**config.mk**
```make
export PLATFORM = sky130hd
export DESIGN_NAME = first_fit_bin_packer_top
export DESIGN_NICKNAME = d
export VERILOG_FILES = /design/src/sv/ffbp_pkg.sv /design/src/sv/first_fit_bin_packer_top.sv
export SDC_FILE = /design/constraint.sdc
export NUM_CORES = 1
export LEC_CHECK = 0
export BUFFER_PORTS_ARGS = -buffer_cell sky130_fd_sc_hd__buf_2
export CAP_MARGIN = 25
export CORE_AREA = 4 4 311 313
export DETAILED_ROUTE_END_ITERATION = 8
export DIE_AREA = 0 0 315 317
export PLACE_DENSITY = 0.65
export SLEW_MARGIN = 20
export SYNTH_ARGS = -nofsm -noshare
export SYNTH_HDL_FRONTEND = slang
export SYNTH_SLANG_ARGS = --single-unit
```
**constraint.sdc**
```tcl
create_clock -name clk -period 9.1 [get_ports clk]
set_input_delay 0.91 -clock clk [delete_from_list [all_inputs] [get_ports clk]]
set_output_delay 0.91 -clock clk [all_outputs]
set_load 0.005 [all_outputs]
```
**src/sv/ffbp_pkg.sv**
```systemverilog
// ----------------------------------------------------------------------------
// ffbp_pkg
// Types and constants shared by the first-fit bin packer and its checker.
// ----------------------------------------------------------------------------
package ffbp_pkg;

  localparam logic [15:0] CAP_RESET = 16'd30;

  localparam logic [1:0] ST_PLACED   = 2'd0;
  localparam logic [1:0] ST_OVERSIZE = 2'd1;
  localparam logic [1:0] ST_FULL     = 2'd2;

  typedef struct packed {
    logic [15:0] item_number;
    logic [15:0] item_size;
    logic        last_item;
  } ffbp_in_t;

  typedef struct packed {
    logic [15:0] item_tag;
    logic [5:0]  bin_index;
    logic        opened_bin;
    logic [1:0]  status;
    logic [6:0]  bins_in_use;
    logic        job_done;
  } ffbp_out_t;

endpackage

```
**src/sv/first_fit_bin_packer_top.sv**
```systemverilog
// ----------------------------------------------------------------------------
// first_fit_bin_packer_top
// First-fit bin packer: scans open bins in order, places the item in the
// first one with room, or opens a new bin.
// ----------------------------------------------------------------------------
// Steps: accept, check against capacity, scan open bins in order, open a new
//   bin when a scan ends without a fit, then register the result.
// One item at a time: a new item is taken only once the last one is done; each
//   scanned bin takes one read of the bin memory through one subtractor.
// Reset clears the sequencer, bin count and output valid, and loads capacity 30.
// The bin memory is not cleared; only entries of open bins are ever compared.
module first_fit_bin_packer_top
  import ffbp_pkg::*;
#(
  parameter int MAX_BINS = 64
) (
  input  logic      clk,
  input  logic      rst_n,
  input  logic      in_valid,
  output logic      in_stall,
  input  ffbp_in_t  in_data,
  output logic      out_valid,
  input  logic      out_stall,
  output ffbp_out_t out_data,
  input  logic      cfg_valid,
  output logic      cfg_ready,
  input  logic [15:0] cfg_data
);

  localparam int BW = $clog2(MAX_BINS);
  localparam int CW = $clog2(MAX_BINS + 1);

  localparam logic [2:0] S_IDLE  = 3'd0;
  localparam logic [2:0] S_CHECK = 3'd1;
  localparam logic [2:0] S_SCAN  = 3'd2;
  localparam logic [2:0] S_NEW   = 3'd3;
  localparam logic [2:0] S_DONE  = 3'd4;

  logic [15:0] space_mem [MAX_BINS];

  logic [2:0]    state_r, state_nxt;
  logic [15:0]   cap_r;
  logic [CW-1:0] cnt_r, cnt_nxt;
  logic [BW-1:0] idx_r, idx_nxt;
  logic [BW-1:0] bin_r, bin_nxt;
  logic          opened_r, opened_nxt;
  logic [1:0]    status_r, status_nxt;
  ffbp_in_t      item_r;
  logic [15:0]   rdata_r;
  logic [BW-1:0] raddr;
  logic          we;
  logic [BW-1:0] waddr;
  logic          out_valid_r;
  ffbp_out_t     out_r;

  logic [15:0] op;
  logic [16:0] diff;
  logic        fit;
  logic        scan_end;
  logic        has_room;
  logic        out_free;

  // shared compare/subtract unit
  assign op   = (state_r == S_SCAN) ? rdata_r : cap_r;
  assign diff = {1'b0, op} - {1'b0, item_r.item_size};
  assign fit  = ~diff[16];

  assign scan_end = (CW'(idx_r) + CW'(1)) == cnt_r;
  assign has_room = cnt_r != CW'(MAX_BINS);
  assign out_free = ~out_valid_r | ~out_stall;

  assign in_stall  = state_r != S_IDLE;
  assign cfg_ready = state_r == S_IDLE;
  assign out_valid = out_valid_r;
  assign out_data  = out_r;

  always_comb begin
    state_nxt  = state_r;
    cnt_nxt    = cnt_r;
    idx_nxt    = idx_r;
    bin_nxt    = bin_r;
    opened_nxt = opened_r;
    status_nxt = status_r;
    raddr      = '0;
    we         = 1'b0;
    waddr      = BW'(cnt_r);
    case (state_r)
      S_IDLE: begin
        if (in_valid) begin
          state_nxt  = S_CHECK;
          idx_nxt    = '0;
          bin_nxt    = '0;
          opened_nxt = 1'b0;
          status_nxt = ST_PLACED;
        end
      end
      S_CHECK: begin
        if (!fit) begin
          status_nxt = ST_OVERSIZE;
          state_nxt  = S_DONE;
        end else if (cnt_r == '0) begin
          we         = 1'b1;
          bin_nxt    = '0;
          opened_nxt = 1'b1;
          cnt_nxt    = cnt_r + CW'(1);
          state_nxt  = S_DONE;
        end else begin
          state_nxt = S_SCAN;
        end
      end
      S_SCAN: begin
        raddr = idx_r + BW'(1);
        if (fit) begin
          we        = 1'b1;
          waddr     = idx_r;
          bin_nxt   = idx_r;
          state_nxt = S_DONE;
        end else if (scan_end) begin
          state_nxt = S_NEW;
        end else begin
          idx_nxt = idx_r + BW'(1);
        end
      end
      S_NEW: begin
        if (has_room) begin
          we         = 1'b1;
          bin_nxt    = BW'(cnt_r);
          opened_nxt = 1'b1;
          cnt_nxt    = cnt_r + CW'(1);
        end else begin
          status_nxt = ST_FULL;
        end
        state_nxt = S_DONE;
      end
      S_DONE: begin
        if (out_free) begin
          state_nxt = S_IDLE;
          if (item_r.last_item) begin
            cnt_nxt = '0;
          end
        end
      end
      default: begin
        state_nxt = S_IDLE;
      end
    endcase
  end

  always_ff @(posedge clk) begin
    if (we) begin
      space_mem[waddr] <= diff[15:0];
    end
    rdata_r <= space_mem[raddr];
  end

  always_ff @(posedge clk) begin
    if (!rst_n) begin
      state_r     <= S_IDLE;
      cap_r       <= CAP_RESET;
      cnt_r       <= '0;
      out_valid_r <= 1'b0;
    end else begin
      state_r <= state_nxt;
      cnt_r   <= cnt_nxt;
      if (cfg_valid && cfg_ready) begin
        cap_r <= cfg_data;
      end
      if (state_r == S_DONE && out_free) begin
        out_valid_r <= 1'b1;
      end else if (!out_stall) begin
        out_valid_r <= 1'b0;
      end
    end
  end

  always_ff @(posedge clk) begin
    idx_r    <= idx_nxt;
    bin_r    <= bin_nxt;
    opened_r <= opened_nxt;
    status_r <= status_nxt;
    if (state_r == S_IDLE && in_valid) begin
      item_r <= in_data;
    end
    if (state_r == S_DONE && out_free) begin
      out_r.item_tag    <= item_r.item_number;
      out_r.bin_index   <= 6'(bin_r);
      out_r.opened_bin  <= opened_r;
      out_r.status      <= status_r;
      out_r.bins_in_use <= 7'(cnt_r);
      out_r.job_done    <= item_r.last_item;
    end
  end

endmodule

```
==> out/results.ini <==
[critical_path]
critPathSlowestCell=nor4_2
path_class=reg -> reg
critPathBufInv=4
cp-end-kind=flip-flop
cp_cell_sequence=or3b_2 -> buf_4 -> nand2_1 -> nand2_1 -> ha_1 -> a21oi_1 -> o21bai_1 -> a21oi_1 -> and2_1 -> a211oi_4 -> buf_4 -> mux2i_4 -> buf_16 -> nor4_2 -> buf_4
critPathTopFamily=simple AND/OR/NAND/NOR gates
worstPathRequired_ps=9520
cpMostUsedCell=buf_4
path_max_fanout=57
startpoint_type=flip-flop
cp_num_cells=15
rr_worst_depth=15
slowest_delay_ps=790
crit_arrival_ps=6070

[final_layout]
nets=3271
syn_to_final_growth_pct=14.39
postLayoutCoreUtil=0.5661
fin_cells=4562
nFillCells=7240
drive_above_1_share=0.1806
multiInputGateArea_um2=12260
layout.area.seq_um2=34040

[placement]
hpwl_um=79870
post-place-cells=4347
place_congestion=0.9276
io_buffers=89

[clock_tree]
cts_buffer_depth=3
cts.sinks=1148
cts_resized=0
htree_levels=3
worstSkewPairLatency_ps=710
hold_buffers=0
cts-root-buf=clkbuf_16
path_clk_slew_ps=60
cts_setup_buffers=0
tritoncts=done
cts_buffers=112

[sta]
slew_viol_final=0
max_freq_mhz=177.1
setup-tns-final_ps=0
fin_crit_sh=0.6204
fin_crit_ps=5646
slew_headroom=0.2622
setup_viol=0
rsz0062_at_grt=no
tightestPinTransition_ps=1107
holdWs_ps=382.5
hold_viol_final=0
final.setup_skew_ps=28.93

[synthesis]
ys_seq_elements=1148
ys.flop_type=edfxtp_1
synth.distinct_cells=77
ys_seq_area_frac=0.7294
syn_avg_cell_area_um2=15.07
synthArstFlopShare=0
synth_area_um2=46670
yosys_warnings=0
syn_nets=3170
synthCells=3096
synth-edff-count=1105

[floorplanning]
die-area_um2=99860
core_area_um2=94300
ios=90
fp-row-count=113
die_h_um=317
initial_core_util=0.4949
die_x_um=315

[min_path]
min-delay-path-class=in -> reg
hold_depth=1

[global_route]
antenna_found_initial=6
grt_pass1_wl_um=193400
grt_overflow=0
grt_pass1_vias=28030
grtUsageTotal=0.2654
grt_max_degree=144

[routing]
drt-initial-drc-count=3843
drcViolationCount=0
viasPerCell=6.380
final_antenna_net_count=0
first_pass_iters=6
vias=29110
wl_per_cell_um=29.50
wirelength_um=134600

[run_status]
status=finished, final reports clean

[power_and_ir_drop]
totalPowerFinal_mw=11.98
p_leak_nw=17.35
worst_ir_drop_vdd_mv=0.1390
power_density_nw_per_um2=224.5

[job]
maxCapViolCount=0

[layer usage]
layer,routed length (um),track usage
met5,50,0
met1,52490,0.3634
met4,5319,0.1085
met3,14450,0.06061
met2,62250,0.4147
[per-stage QoR]
step | cell area [um2] | setup slack (ps)
6_report | 53390 | 3454
3_5_place_dp | 49400 | 3363
5_1_grt | 53380 | 3203
3_3_place_gp | 49290 | 3605
2_1_floorplan | 46670 | 2741
4_1_cts | 53350 | 3329
[cell families (layout without fill, tap and decap cells)]
family	after synthesis	count (layout)	share of synthesized area
compound gates	601	601	0.08920
fa+ha+maj	20	20	0.005523
buf+inv	257	455	0.02416
mux	283	283	0.07075
other cells	0	3	0
simple gates	757	757	0.07515
flops	1148	1148	0.7294
xor+xnor	30	30	0.005791
[final timing paths]
path                    start          endpoint  slack (ps)
hold reg to reg    item_r[24]      out_data[24]         420
setup reg to reg   state_r[1]  space_mem[37][2]        3450
hold / removal    in_data[16]        item_r[16]         380
setup / recovery   state_r[1]  space_mem[37][2]        3450
[cell type report]
class	count	area share
sequential	1148	0.6377
multi-input combinational	1691	0.2296
clock buffer	140	0.05620
tap	1265	0.02965
timing repair buffer	206	0.02615
clock inverter	71	0.01767
inverter	38	0.002906
antenna	3	0.0001406
[Yosys cell counts (12+ instances only)]
library cell	n	area, um2
a31oi_1	49	306.5
buf_2	69	345.3
o211ai_1	21	157.7
mux2_2	69	777.0
a21oi_1	143	715.7
ha_1	19	237.7
a211oi_1	85	638.1
nor4_1	57	356.6
a221oi_1	25	219.0
mux2i_1	182	1822
nor3_1	47	235.2
o21ai_0	46	230.2
xnor2_1	17	148.9
and2_1	49	306.5
buf_1	25	93.84
nor2_1	39	146.4
a311oi_1	44	385.4
dfxtp_1	43	860.8
and3_1	47	294.0
edfxtp_1	1105	33180
xor2_1	12	105.1
o22ai_1	61	381.6
nand2_1	413	1550
o221ai_1	45	394.1
nand3_1	66	330.3
inv_1	34	127.6
clkbuf_1	109	409.1
mux4_2	30	675.7
buf_4	13	97.59
[state kept, by name, indices dropped and copies added, names as in the netlist]
name and cells:
rdata_r 16, status_r 2, cnt_r 7, idx_r 6, item_r 33, space_mem 1024, state_r 3, cap_r 16
opened_r 1, out_valid 1, bin_r 6, out_data 33
[worst reg2reg max path, cell delays in order, from the launching register on]
cell,delay (ps)
dfxtp_1,590
or3b_2,620
buf_4,400
nand2_1,180
nand2_1,70
ha_1,370
a21oi_1,180
o21bai_1,80
a21oi_1,560
and2_1,300
a211oi_4,60
buf_4,280
mux2i_4,330
buf_16,250
nor4_2,800
buf_4,310
[where the power goes]
part	internal [mW]	switching, mW
registers	6.12	0.0187
clock network	2.92	1.99
logic	0.167	0.770
[cell usage in the layout (no fill, tap or decap), types with 30 or more instances in the layout]
master and instances:
edfxtp_1 1105, buf_4 111, and3_1 47, a31oi_1 49
o22ai_1 61, mux2_2 69, inv_1 31, dfxtp_1 43
nand2_1 411, o21ai_0 46, a211oi_1 84, o221ai_1 45
nor2_1 39, buf_2 89, a311oi_1 44, a21oi_1 141
mux4_2 30, and2_1 49, nand3_1 65, nor4_2 48
nor3_1 31, clkbuf_16 114, mux2i_1 176
Note: power is estimated with default switching activity, not from simulation.
